$ cat config.mk
export PLATFORM = sky130hd
export DESIGN_NAME = keepalive_ping_supervisor_top_flat
export DESIGN_NICKNAME = d
export VERILOG_FILES = /design/src/rtl/kps_pkg.sv /design/src/rtl/kps_if.sv /design/src/rtl/kps_countdown.sv /design/src/rtl/keepalive_ping_supervisor_top.sv /design/src/flat_wrapper.sv
export SDC_FILE = /design/constraint.sdc
export NUM_CORES = 1
export LEC_CHECK = 0
export BUFFER_PORTS_ARGS = -buffer_cell sky130_fd_sc_hd__clkbuf_2
export CORE_UTILIZATION = 49
export CTS_CLUSTER_SIZE = 10
export DETAILED_ROUTE_END_ITERATION = 8
export PLACE_DENSITY = 0.66
export SYNTH_ARGS = -nofsm -noshare
export SYNTH_HDL_FRONTEND = slang
export SYNTH_SLANG_ARGS = --single-unit
$ cat constraint.sdc
create_clock -name clk_i -period 4.3 [get_ports clk_i]
set_input_delay 0.215 -clock clk_i [delete_from_list [all_inputs] [get_ports clk_i]]
set_output_delay 0.215 -clock clk_i [all_outputs]
set_load 0.02 [all_outputs]
$ cat src/rtl/kps_pkg.sv
// ----------------------------------------------------------------------------
// Keep-alive supervisor package
// Widths, reset values, operation and reason codes, and the countdown control
// word that is shared between the top level and the countdown units.
// ----------------------------------------------------------------------------
`timescale 1ns / 1ps
`default_nettype none

package kps_pkg;

  localparam int unsigned CNT_W     = 26;
  localparam int unsigned CFG_IDX_W = 1;

  typedef logic [CNT_W-1:0] kps_cnt_t;

  localparam kps_cnt_t KEEPALIVE_RST    = '0;
  localparam kps_cnt_t RESP_TIMEOUT_RST = kps_cnt_t'(2000);

  typedef enum logic [2:0] {
    OP_START      = 3'd0,
    OP_TICK       = 3'd1,
    OP_PKT_SENT   = 3'd2,
    OP_PING_RESP  = 3'd3,
    OP_PKT_RCVD   = 3'd4,
    OP_DISCONNECT = 3'd5
  } kps_op_e;

  typedef enum logic [1:0] {
    REASON_NONE      = 2'd0,
    REASON_KA_TIMEOUT = 2'd1,
    REASON_MALFORMED = 2'd2
  } kps_reason_e;

  typedef enum logic [CFG_IDX_W-1:0] {
    REG_KEEPALIVE    = 1'b0,
    REG_RESP_TIMEOUT = 1'b1
  } kps_reg_e;

  // Load wins over clear, and clear over tick.
  typedef struct packed {
    logic load;
    logic clear;
    logic tick;
  } kps_cnt_ctrl_t;

endpackage : kps_pkg

`default_nettype wire

$ cat src/rtl/kps_if.sv
// ----------------------------------------------------------------------------
// Keep-alive supervisor channel interfaces
// Event, result and configuration channels, each with valid and ready.
// ----------------------------------------------------------------------------
`timescale 1ns / 1ps
`default_nettype none

interface kps_event_if;
  logic            valid;
  logic            ready;
  kps_pkg::kps_op_e operation;
  logic            disconnect_malformed;

  modport source (output valid, output operation, output disconnect_malformed,
                  input ready);
  modport sink   (input valid, input operation, input disconnect_malformed,
                  output ready);
endinterface : kps_event_if

interface kps_result_if;
  logic                 valid;
  logic                 ready;
  logic                 send_ping;
  logic                 send_disconnect;
  kps_pkg::kps_reason_e disconnect_reason;
  logic                 link_down;

  modport source (output valid, output send_ping, output send_disconnect,
                  output disconnect_reason, output link_down, input ready);
  modport sink   (input valid, input send_ping, input send_disconnect,
                  input disconnect_reason, input link_down, output ready);
endinterface : kps_result_if

interface kps_cfg_if;
  logic                               valid;
  logic                               ready;
  logic [kps_pkg::CFG_IDX_W-1:0]      index;
  kps_pkg::kps_cnt_t                  data;

  modport source (output valid, output index, output data, input ready);
  modport sink   (input valid, input index, input data, output ready);
endinterface : kps_cfg_if

`default_nettype wire

$ cat src/rtl/kps_countdown.sv
// ----------------------------------------------------------------------------
// Keep-alive supervisor one-shot countdown
// Holds ticks left and an armed flag; flags expiry on the tick that ends it.
// ----------------------------------------------------------------------------
`timescale 1ns / 1ps
`default_nettype none

module kps_countdown (
  input  wire                    clk_i,
  input  wire                    rst_ni,
  input  kps_pkg::kps_cnt_ctrl_t ctrl_i,
  input  kps_pkg::kps_cnt_t      load_val_i,
  output logic                   expiring_o,
  output logic                   armed_o
);
  import kps_pkg::*;

  kps_cnt_t left_q, left_d;
  logic     armed_q, armed_d;

  // A countdown holding one or zero ends on the next tick.
  assign expiring_o = armed_q && (left_q <= kps_cnt_t'(1));
  assign armed_o    = armed_q;

  always_comb begin
    left_d  = left_q;
    armed_d = armed_q;
    if (ctrl_i.load) begin
      left_d  = load_val_i;
      armed_d = 1'b1;
    end else if (ctrl_i.clear) begin
      left_d  = '0;
      armed_d = 1'b0;
    end else if (ctrl_i.tick && armed_q) begin
      if (expiring_o) begin
        left_d  = '0;
        armed_d = 1'b0;
      end else begin
        left_d  = left_q - kps_cnt_t'(1);
      end
    end
  end

  always_ff @(posedge clk_i or negedge rst_ni) begin
    if (!rst_ni) begin
      left_q  <= '0;
      armed_q <= 1'b0;
    end else begin
      left_q  <= left_d;
      armed_q <= armed_d;
    end
  end

endmodule : kps_countdown

`default_nettype wire

$ cat src/rtl/keepalive_ping_supervisor_top.sv
// ----------------------------------------------------------------------------
// Keep-alive ping supervisor, top level
// Throughput: one event word per cycle, sustained while results are taken.
// An accepted event word passes through one input register and one result
// register, and the countdowns are updated as the word moves between them.
// Reset: countdowns stopped, session open, keep-alive 0, response timeout
// 2000 ms; the block takes words from the first cycle after reset.
// ----------------------------------------------------------------------------
`timescale 1ns / 1ps
`default_nettype none

module keepalive_ping_supervisor_top (
  input  wire          clk_i,
  input  wire          rst_ni,
  kps_cfg_if.sink      cfg_i,
  kps_event_if.sink    evt_i,
  kps_result_if.source res_o
);
  import kps_pkg::*;

  // Configuration registers. Writes are always taken; an index outside the
  // register list would simply be ignored, though every code is used here.
  kps_cnt_t keepalive_q;
  kps_cnt_t resp_timeout_q;

  assign cfg_i.ready = 1'b1;

  always_ff @(posedge clk_i or negedge rst_ni) begin
    if (!rst_ni) begin
      keepalive_q    <= KEEPALIVE_RST;
      resp_timeout_q <= RESP_TIMEOUT_RST;
    end else if (cfg_i.valid) begin
      case (kps_reg_e'(cfg_i.index))
        REG_KEEPALIVE:    keepalive_q    <= cfg_i.data;
        REG_RESP_TIMEOUT: resp_timeout_q <= cfg_i.data;
        default: ;
      endcase
    end
  end

  // Input register stage. The stage drains whenever the result register is
  // empty or is being emptied, so a new word can enter in every cycle.
  logic    in_valid_q;
  kps_op_e in_op_q;
  logic    in_mal_q;
  logic    res_valid_q;
  logic    advance;

  assign advance     = in_valid_q && (!res_valid_q || res_o.ready);
  assign evt_i.ready = !in_valid_q || advance;

  always_ff @(posedge clk_i or negedge rst_ni) begin
    if (!rst_ni) begin
      in_valid_q <= 1'b0;
    end else if (evt_i.ready) begin
      in_valid_q <= evt_i.valid;
    end
  end

  always_ff @(posedge clk_i) begin
    if (evt_i.valid && evt_i.ready) begin
      in_op_q  <= evt_i.operation;
      in_mal_q <= evt_i.disconnect_malformed;
    end
  end

  // The three countdowns: send-idle, receive-idle and response wait.
  kps_cnt_ctrl_t send_ctrl, recv_ctrl, resp_ctrl;
  logic          send_exp, recv_exp, resp_exp;
  logic          send_armed, recv_armed, resp_armed;

  kps_countdown u_send_idle (
    .clk_i      (clk_i),
    .rst_ni     (rst_ni),
    .ctrl_i     (send_ctrl),
    .load_val_i (keepalive_q),
    .expiring_o (send_exp),
    .armed_o    (send_armed)
  );

  kps_countdown u_recv_idle (
    .clk_i      (clk_i),
    .rst_ni     (rst_ni),
    .ctrl_i     (recv_ctrl),
    .load_val_i (keepalive_q),
    .expiring_o (recv_exp),
    .armed_o    (recv_armed)
  );

  kps_countdown u_response (
    .clk_i      (clk_i),
    .rst_ni     (rst_ni),
    .ctrl_i     (resp_ctrl),
    .load_val_i (resp_timeout_q),
    .expiring_o (resp_exp),
    .armed_o    (resp_armed)
  );

  // Event decode. Nothing moves unless the input stage advances. A keep-alive
  // of zero makes every idle restart a no-op, leaving a running one alone.
  logic        closed_q, closed_d;
  logic        ka_on;
  logic        ping_d, disc_d, down_d;
  kps_reason_e reason_d;

  assign ka_on = (keepalive_q != '0);

  always_comb begin
    send_ctrl = '0;
    recv_ctrl = '0;
    resp_ctrl = '0;
    closed_d  = closed_q;
    ping_d    = 1'b0;
    disc_d    = 1'b0;
    down_d    = 1'b0;
    reason_d  = REASON_NONE;
    if (advance) begin
      if (in_op_q == OP_START) begin
        // Start reopens the session and arms only the send-idle countdown.
        closed_d        = 1'b0;
        send_ctrl.clear = 1'b1;
        send_ctrl.load  = ka_on;
        recv_ctrl.clear = 1'b1;
        resp_ctrl.clear = 1'b1;
      end else if (!closed_q) begin
        case (in_op_q)
          OP_TICK: begin
            if (resp_exp) begin
              // A response expiry beats any idle expiry in the same tick.
              send_ctrl.clear = 1'b1;
              recv_ctrl.clear = 1'b1;
              resp_ctrl.clear = 1'b1;
              closed_d        = 1'b1;
              disc_d          = 1'b1;
              reason_d        = REASON_KA_TIMEOUT;
              down_d          = 1'b1;
            end else begin
              ping_d         = (send_exp || recv_exp) && !resp_armed;
              resp_ctrl.tick = 1'b1;
              resp_ctrl.load = ping_d;
              recv_ctrl.tick = 1'b1;
              send_ctrl.tick = 1'b1;
              // The ping itself counts as a sent packet.
              send_ctrl.load = ping_d && ka_on;
            end
          end
          OP_PKT_SENT: begin
            send_ctrl.load = ka_on;
          end
          OP_PING_RESP: begin
            resp_ctrl.clear = 1'b1;
            recv_ctrl.load  = ka_on;
          end
          OP_PKT_RCVD: begin
            recv_ctrl.load = ka_on;
          end
          OP_DISCONNECT: begin
            send_ctrl.clear = 1'b1;
            recv_ctrl.clear = 1'b1;
            resp_ctrl.clear = 1'b1;
            closed_d        = 1'b1;
            down_d          = 1'b1;
            if (in_mal_q) begin
              disc_d   = 1'b1;
              reason_d = REASON_MALFORMED;
            end
          end
          default: ;
        endcase
      end
    end
  end

  always_ff @(posedge clk_i or negedge rst_ni) begin
    if (!rst_ni) begin
      closed_q    <= 1'b0;
      res_valid_q <= 1'b0;
    end else begin
      closed_q <= closed_d;
      if (advance) begin
        res_valid_q <= 1'b1;
      end else if (res_o.ready) begin
        res_valid_q <= 1'b0;
      end
    end
  end

  // Result register; it is loaded only when the previous word has gone.
  logic        res_ping_q, res_disc_q, res_down_q;
  kps_reason_e res_reason_q;

  always_ff @(posedge clk_i) begin
    if (advance) begin
      res_ping_q   <= ping_d;
      res_disc_q   <= disc_d;
      res_reason_q <= reason_d;
      res_down_q   <= down_d;
    end
  end

  assign res_o.valid             = res_valid_q;
  assign res_o.send_ping         = res_ping_q;
  assign res_o.send_disconnect   = res_disc_q;
  assign res_o.disconnect_reason = res_reason_q;
  assign res_o.link_down         = res_down_q;

  // The armed flags of the idle countdowns only steer their own expiry.
  logic unused_armed;
  assign unused_armed = send_armed ^ recv_armed;

endmodule : keepalive_ping_supervisor_top

`default_nettype wire

$ cat src/flat_wrapper.sv
// flat-port wrapper written by rule: the top's interface ports become plain ports
module keepalive_ping_supervisor_top_flat import kps_pkg::*;
  (clk_i, rst_ni, cfg_i_valid, cfg_i_index, cfg_i_data, cfg_i_ready, evt_i_valid, evt_i_operation, evt_i_disconnect_malformed, evt_i_ready, res_o_valid, res_o_send_ping, res_o_send_disconnect, res_o_disconnect_reason, res_o_link_down, res_o_ready);
  kps_cfg_if cfg_i_i ();
  kps_event_if evt_i_i ();
  kps_result_if res_o_i ();
  input  wire clk_i;
  input  wire rst_ni;
  input wire logic [$bits(cfg_i_i.valid)-1:0] cfg_i_valid;
  input wire logic [$bits(cfg_i_i.index)-1:0] cfg_i_index;
  input wire logic [$bits(cfg_i_i.data)-1:0] cfg_i_data;
  output wire logic [$bits(cfg_i_i.ready)-1:0] cfg_i_ready;
  input wire logic [$bits(evt_i_i.valid)-1:0] evt_i_valid;
  input wire logic [$bits(evt_i_i.operation)-1:0] evt_i_operation;
  input wire logic [$bits(evt_i_i.disconnect_malformed)-1:0] evt_i_disconnect_malformed;
  output wire logic [$bits(evt_i_i.ready)-1:0] evt_i_ready;
  output wire logic [$bits(res_o_i.valid)-1:0] res_o_valid;
  output wire logic [$bits(res_o_i.send_ping)-1:0] res_o_send_ping;
  output wire logic [$bits(res_o_i.send_disconnect)-1:0] res_o_send_disconnect;
  output wire logic [$bits(res_o_i.disconnect_reason)-1:0] res_o_disconnect_reason;
  output wire logic [$bits(res_o_i.link_down)-1:0] res_o_link_down;
  input wire logic [$bits(res_o_i.ready)-1:0] res_o_ready;
  assign cfg_i_i.valid = cfg_i_valid;
  assign cfg_i_i.index = cfg_i_index;
  assign cfg_i_i.data = cfg_i_data;
  assign cfg_i_ready = cfg_i_i.ready;
  assign evt_i_i.valid = evt_i_valid;
  assign evt_i_i.operation = evt_i_operation;
  assign evt_i_i.disconnect_malformed = evt_i_disconnect_malformed;
  assign evt_i_ready = evt_i_i.ready;
  assign res_o_valid = res_o_i.valid;
  assign res_o_send_ping = res_o_i.send_ping;
  assign res_o_send_disconnect = res_o_i.send_disconnect;
  assign res_o_disconnect_reason = res_o_i.disconnect_reason;
  assign res_o_link_down = res_o_i.link_down;
  assign res_o_i.ready = res_o_ready;
  keepalive_ping_supervisor_top u_core (.clk_i(clk_i), .rst_ni(rst_ni), .cfg_i(cfg_i_i), .evt_i(evt_i_i), .res_o(res_o_i));
endmodule
==> impl_metrics.py <==
metrics = {
    "run_status": {
        "status": "finished clean",
    },
    "global_routing": {
        "grtUsageTotal_pct": 29.7,
        "grt_pass1_wl_mm": 37.1,
        "grt_pass1_vias": 6834,
        "grt_max_degree": 107,
        "antenna_found_initial": 0,
        "overflow": 0,
    },
    "sta": {
        "fin_ws_ps": 606,
        "fmaxAchievable_mhz": 271,
        "layout_min_cycle_time_ps": 3690,
        "rsz0062_at_grt": "no",
        "hold_viol_final": 0,
        "fin_skew_ps": 10.8,
        "max_slew_margin_pct": 19.2,
        "drv_slew": 0,
        "fin_tns_setup_ps": 0,
        "fin_crit_sh_pct": 85.9,
        "worstMarginPinSlew_ps": 1210,
        "setup_viol": 0,
    },
    "worst_hold_path": {
        "hold-path-cell-count": 2,
        "hold_end": "u_core.resp_timeout_q[14]$_DFFE_PN0P_",
        "min-delay-start": "cfg_i_data[14]",
        "min_path_type": "primary input to flip-flop",
    },
    "power": {
        "clkPwrFrac_pct": 33.3,
        "p_leak_nw": 3.55,
        "sw_frac_of_total_pct": 33.9,
        "seqPwrFrac_pct": 43.0,
        "peakVddDrop_v": 0.000317,
        "powerDensity_nw_per_um2": 520,
        "power.switching_mw": 1.58,
        "p_int_mw": 3.10,
        "pwr-share-comb_pct": 23.6,
    },
    "setup_path": {
        "worstSetupPathType": "flip-flop to flip-flop",
        "path_cells": "or3_4 > or4_1 > or4_4 > a211oi_4 > buf_4 > nor3_2 > buf_4 > a221o_1 > a21boi_1",
        "rrSetupSlack_ps": 610,
        "crit_arrival_ps": 4000,
        "start_kind": "flip-flop",
        "worstSetupStartpoint": "u_core.u_recv_idle.left_q[14]$_DFFE_PN0P_",
        "cp_max_fo": 39,
        "worst_path_largest_cell_delay_ps": 640,
        "slowest_stage": "or4_4",
        "r2r_end": "u_core.u_response.left_q[0]$_DFFE_PN0P_",
        "cp-end-kind": "flip-flop",
        "r2r_cells": 9,
        "required_ps": 4610,
        "reg2reg_from": "u_core.u_recv_idle.left_q[14]$_DFFE_PN0P_",
        "crit_top_cell": "buf_4",
    },
    "cts": {
        "cts_tree": "built",
        "cts_inserted_buffers": 17,
        "clock-sinks": 145,
        "cts_buffer_depth": 2,
        "postCtsSetupRepairBufs": 0,
        "clock-root-buffer": "clkbuf_16",
        "hold_buffers": 6,
        "post_cts_resized": 0,
        "clk_latency_ps": 430,
        "htree_levels": 4,
        "path_clk_slew_ps": 60,
    },
    "cells_and_area": {
        "final_layout_size_suffix_gt1_share_pct": 20.1,
        "fillers": 1414,
        "final_cell_mix": "dfrtp_1, nand2_1, o21ai_0",
        "antenna_cells": 0,
        "area_delta_synth_final_pct": 14.3,
        "final_common_cell": "dfrtp_1",
        "final_nets": 918,
    },
    "drt": {
        "vias": 7083,
        "wl_mm": 23.1,
        "postRouteAntennaNets": 0,
        "drc": 0,
        "dr.pass1.iters": 5,
        "drt_first_iter_violations": 724,
        "avgRoutedWirePerCell_um": 21.0,
        "viasPerCell": 6.44,
    },
    "die": {
        "die_area_um2": 16600,
        "dieHeight_um": 129,
        "die_w_um": 129,
        "core-area_um2": 15400,
        "ios": 44,
        "start_util_pct": 51.0,
        "rows": 45,
    },
    "synthesis": {
        "synth_top_area_cell": "dfrtp_1",
        "yosysSeqAreaShare_pct": 46.8,
        "synth_top_area_share_pct": 41.3,
        "synth.distinct_cells": 76,
        "syn_area_per_cell_um2": 9.46,
        "yosys-top-cells-area": "dfrtp_1, mux2_2, o21ai_0",
        "ys.flop_type": "dfrtp_1",
        "synth-seq-cells": 145,
        "synth_cells": 832,
        "yosys_warnings": 0,
        "synth_edf_count": 9,
        "async_flop_share_pct": 93.8,
        "syn-cell-area_um2": 7870,
        "synth_nets": 874,
    },
    "placement": {
        "dpl_worst_slack_ps": 646,
        "port_buffers": 42,
        "gp_congestion": 0.903,
        "dp_hpwl_mm": 16.4,
    },
    "run": {
        "maxCapViolCount": 0,
    },
}
[critical path: cells and delay by family (launching register included)]
kind                   cells  cell delay, ps
AOI/OAI and AO/OA          3             650
DFF                        1             430
buffers and inverters      2             630
and+or+nand+nor            4            1860
[power by group through the flow]
stage / Clock, mW / Combinational, mW / Sequential, mW
after floorplan: 0 / 0.818 / 1.89
after global placement: 0 / 1.06 / 2.01
after detailed placement: 0 / 1.09 / 2.02
after CTS: 1.58 / 1.10 / 2.00
after global routing: 1.64 / 1.23 / 2.05
final: 1.56 / 1.11 / 2.01
[cells in the mapped netlist (8+ instances only)]
| cell | instances |
|---|---|
| a21oi_1 | 46 |
| a22oi_1 | 9 |
| mux2_2 | 52 |
| o31ai_1 | 8 |
| nor4_1 | 31 |
| inv_1 | 18 |
| nor3_1 | 44 |
| clkbuf_1 | 30 |
| a22o_1 | 13 |
| or4_1 | 9 |
| o21ai_0 | 79 |
| nand2_1 | 82 |
| dfrtp_1 | 130 |
| edfxtp_1 | 9 |
| a31oi_1 | 10 |
| nor2_1 | 68 |
| or3_1 | 19 |
| nand3_1 | 25 |
[metal layers]
| metal | wire length, µm | global-route usage, % | share of wire [%] |
|---|---|---|---|
| met1 | 10100 | 40.3 | 44 |
| met2 | 10700 | 47.5 | 46 |
| met3 | 1770 | 6.49 | 7.7 |
| met4 | 444 | 9.41 | 1.9 |
| met5 | 0 | 0 | 0 |
[per-stage QoR]
step           utilization, %  cells  power, mW  instance area [µm²]  hold slack, ps
6_report                 58.3   1100       4.68                 9000            43.7
3_5_place_dp             53.9   1062       3.11                 8320             400
3_3_place_gp             53.9   1062       3.07                 8320             396
2_1_floorplan               -    832       2.71                 7870           -80.6
5_1_grt                  58.3   1100       4.92                 9000            43.8
4_1_cts                  58.3   1100       4.68                 9000            32.9
[flip-flops by register name, indices dropped and copies added, names as in the netlist]
name                            count
u_core.res_o.disconnect_reason      2
u_core.res_o.send_disconnect        1
u_core.resp_timeout_q              26
u_core.u_send_idle.left_q          26
u_core.in_mal_q                     1
u_core.res_o.valid                  1
u_core.res_o.link_down              1
u_core.res_o.send_ping              1
u_core.u_send_idle.armed_o          1
u_core.closed_q                     1
u_core.u_response.left_q           26
u_core.u_recv_idle.armed_o          1
u_core.in_op_q                      3
u_core.in_valid_q                   1
u_core.u_recv_idle.left_q          26
u_core.keepalive_q                 26
u_core.u_response.armed_o           1
[cell type report]
class                   count  area (µm²)  share of cell area [%]
flip-flops and latches    145        3680                    40.9
repair buffers             68         427                    4.74
multi-input cells         626        3940                    43.8
clock buffers              18         429                    4.77
inverters                  18        67.6                   0.751
well taps                 211         264                    2.93
clock inverters            14         188                    2.09
[kinds of logic (layout without fill, tap and decap cells)]
kind of cell	count (synthesis)	count (layout)	share of synthesized area (%)
buffers and inverters	61	118	3.39
flip-flops	145	145	46.8
other	1	1	0.0477
AO/OA/AOI/OAI	234	234	19.6
adder cells (fa/ha/maj)	6	6	0.954
AND/OR/NAND/NOR	330	330	21.4
multiplexers	55	55	7.82
[worst max-delay path by stage]
stage	end	slack [ps]	depth (start not counted)
6_report	u_core.u_response.left_q[0]$_DFFE_PN0P_	610	9
5_1_grt	u_core.u_response.left_q[11]$_DFFE_PN0P_	500	7
4_1_cts	u_core.u_response.left_q[0]$_DFFE_PN0P_	640	9
3_5_place_dp	u_core.u_response.left_q[0]$_DFFE_PN0P_	650	9
3_3_place_gp	u_core.u_response.left_q[0]$_DFFE_PN0P_	720	9
2_1_floorplan	u_core.u_response.left_q[0]$_DFFE_PN0P_	1290	8
Power figures use the tool's default switching activity.
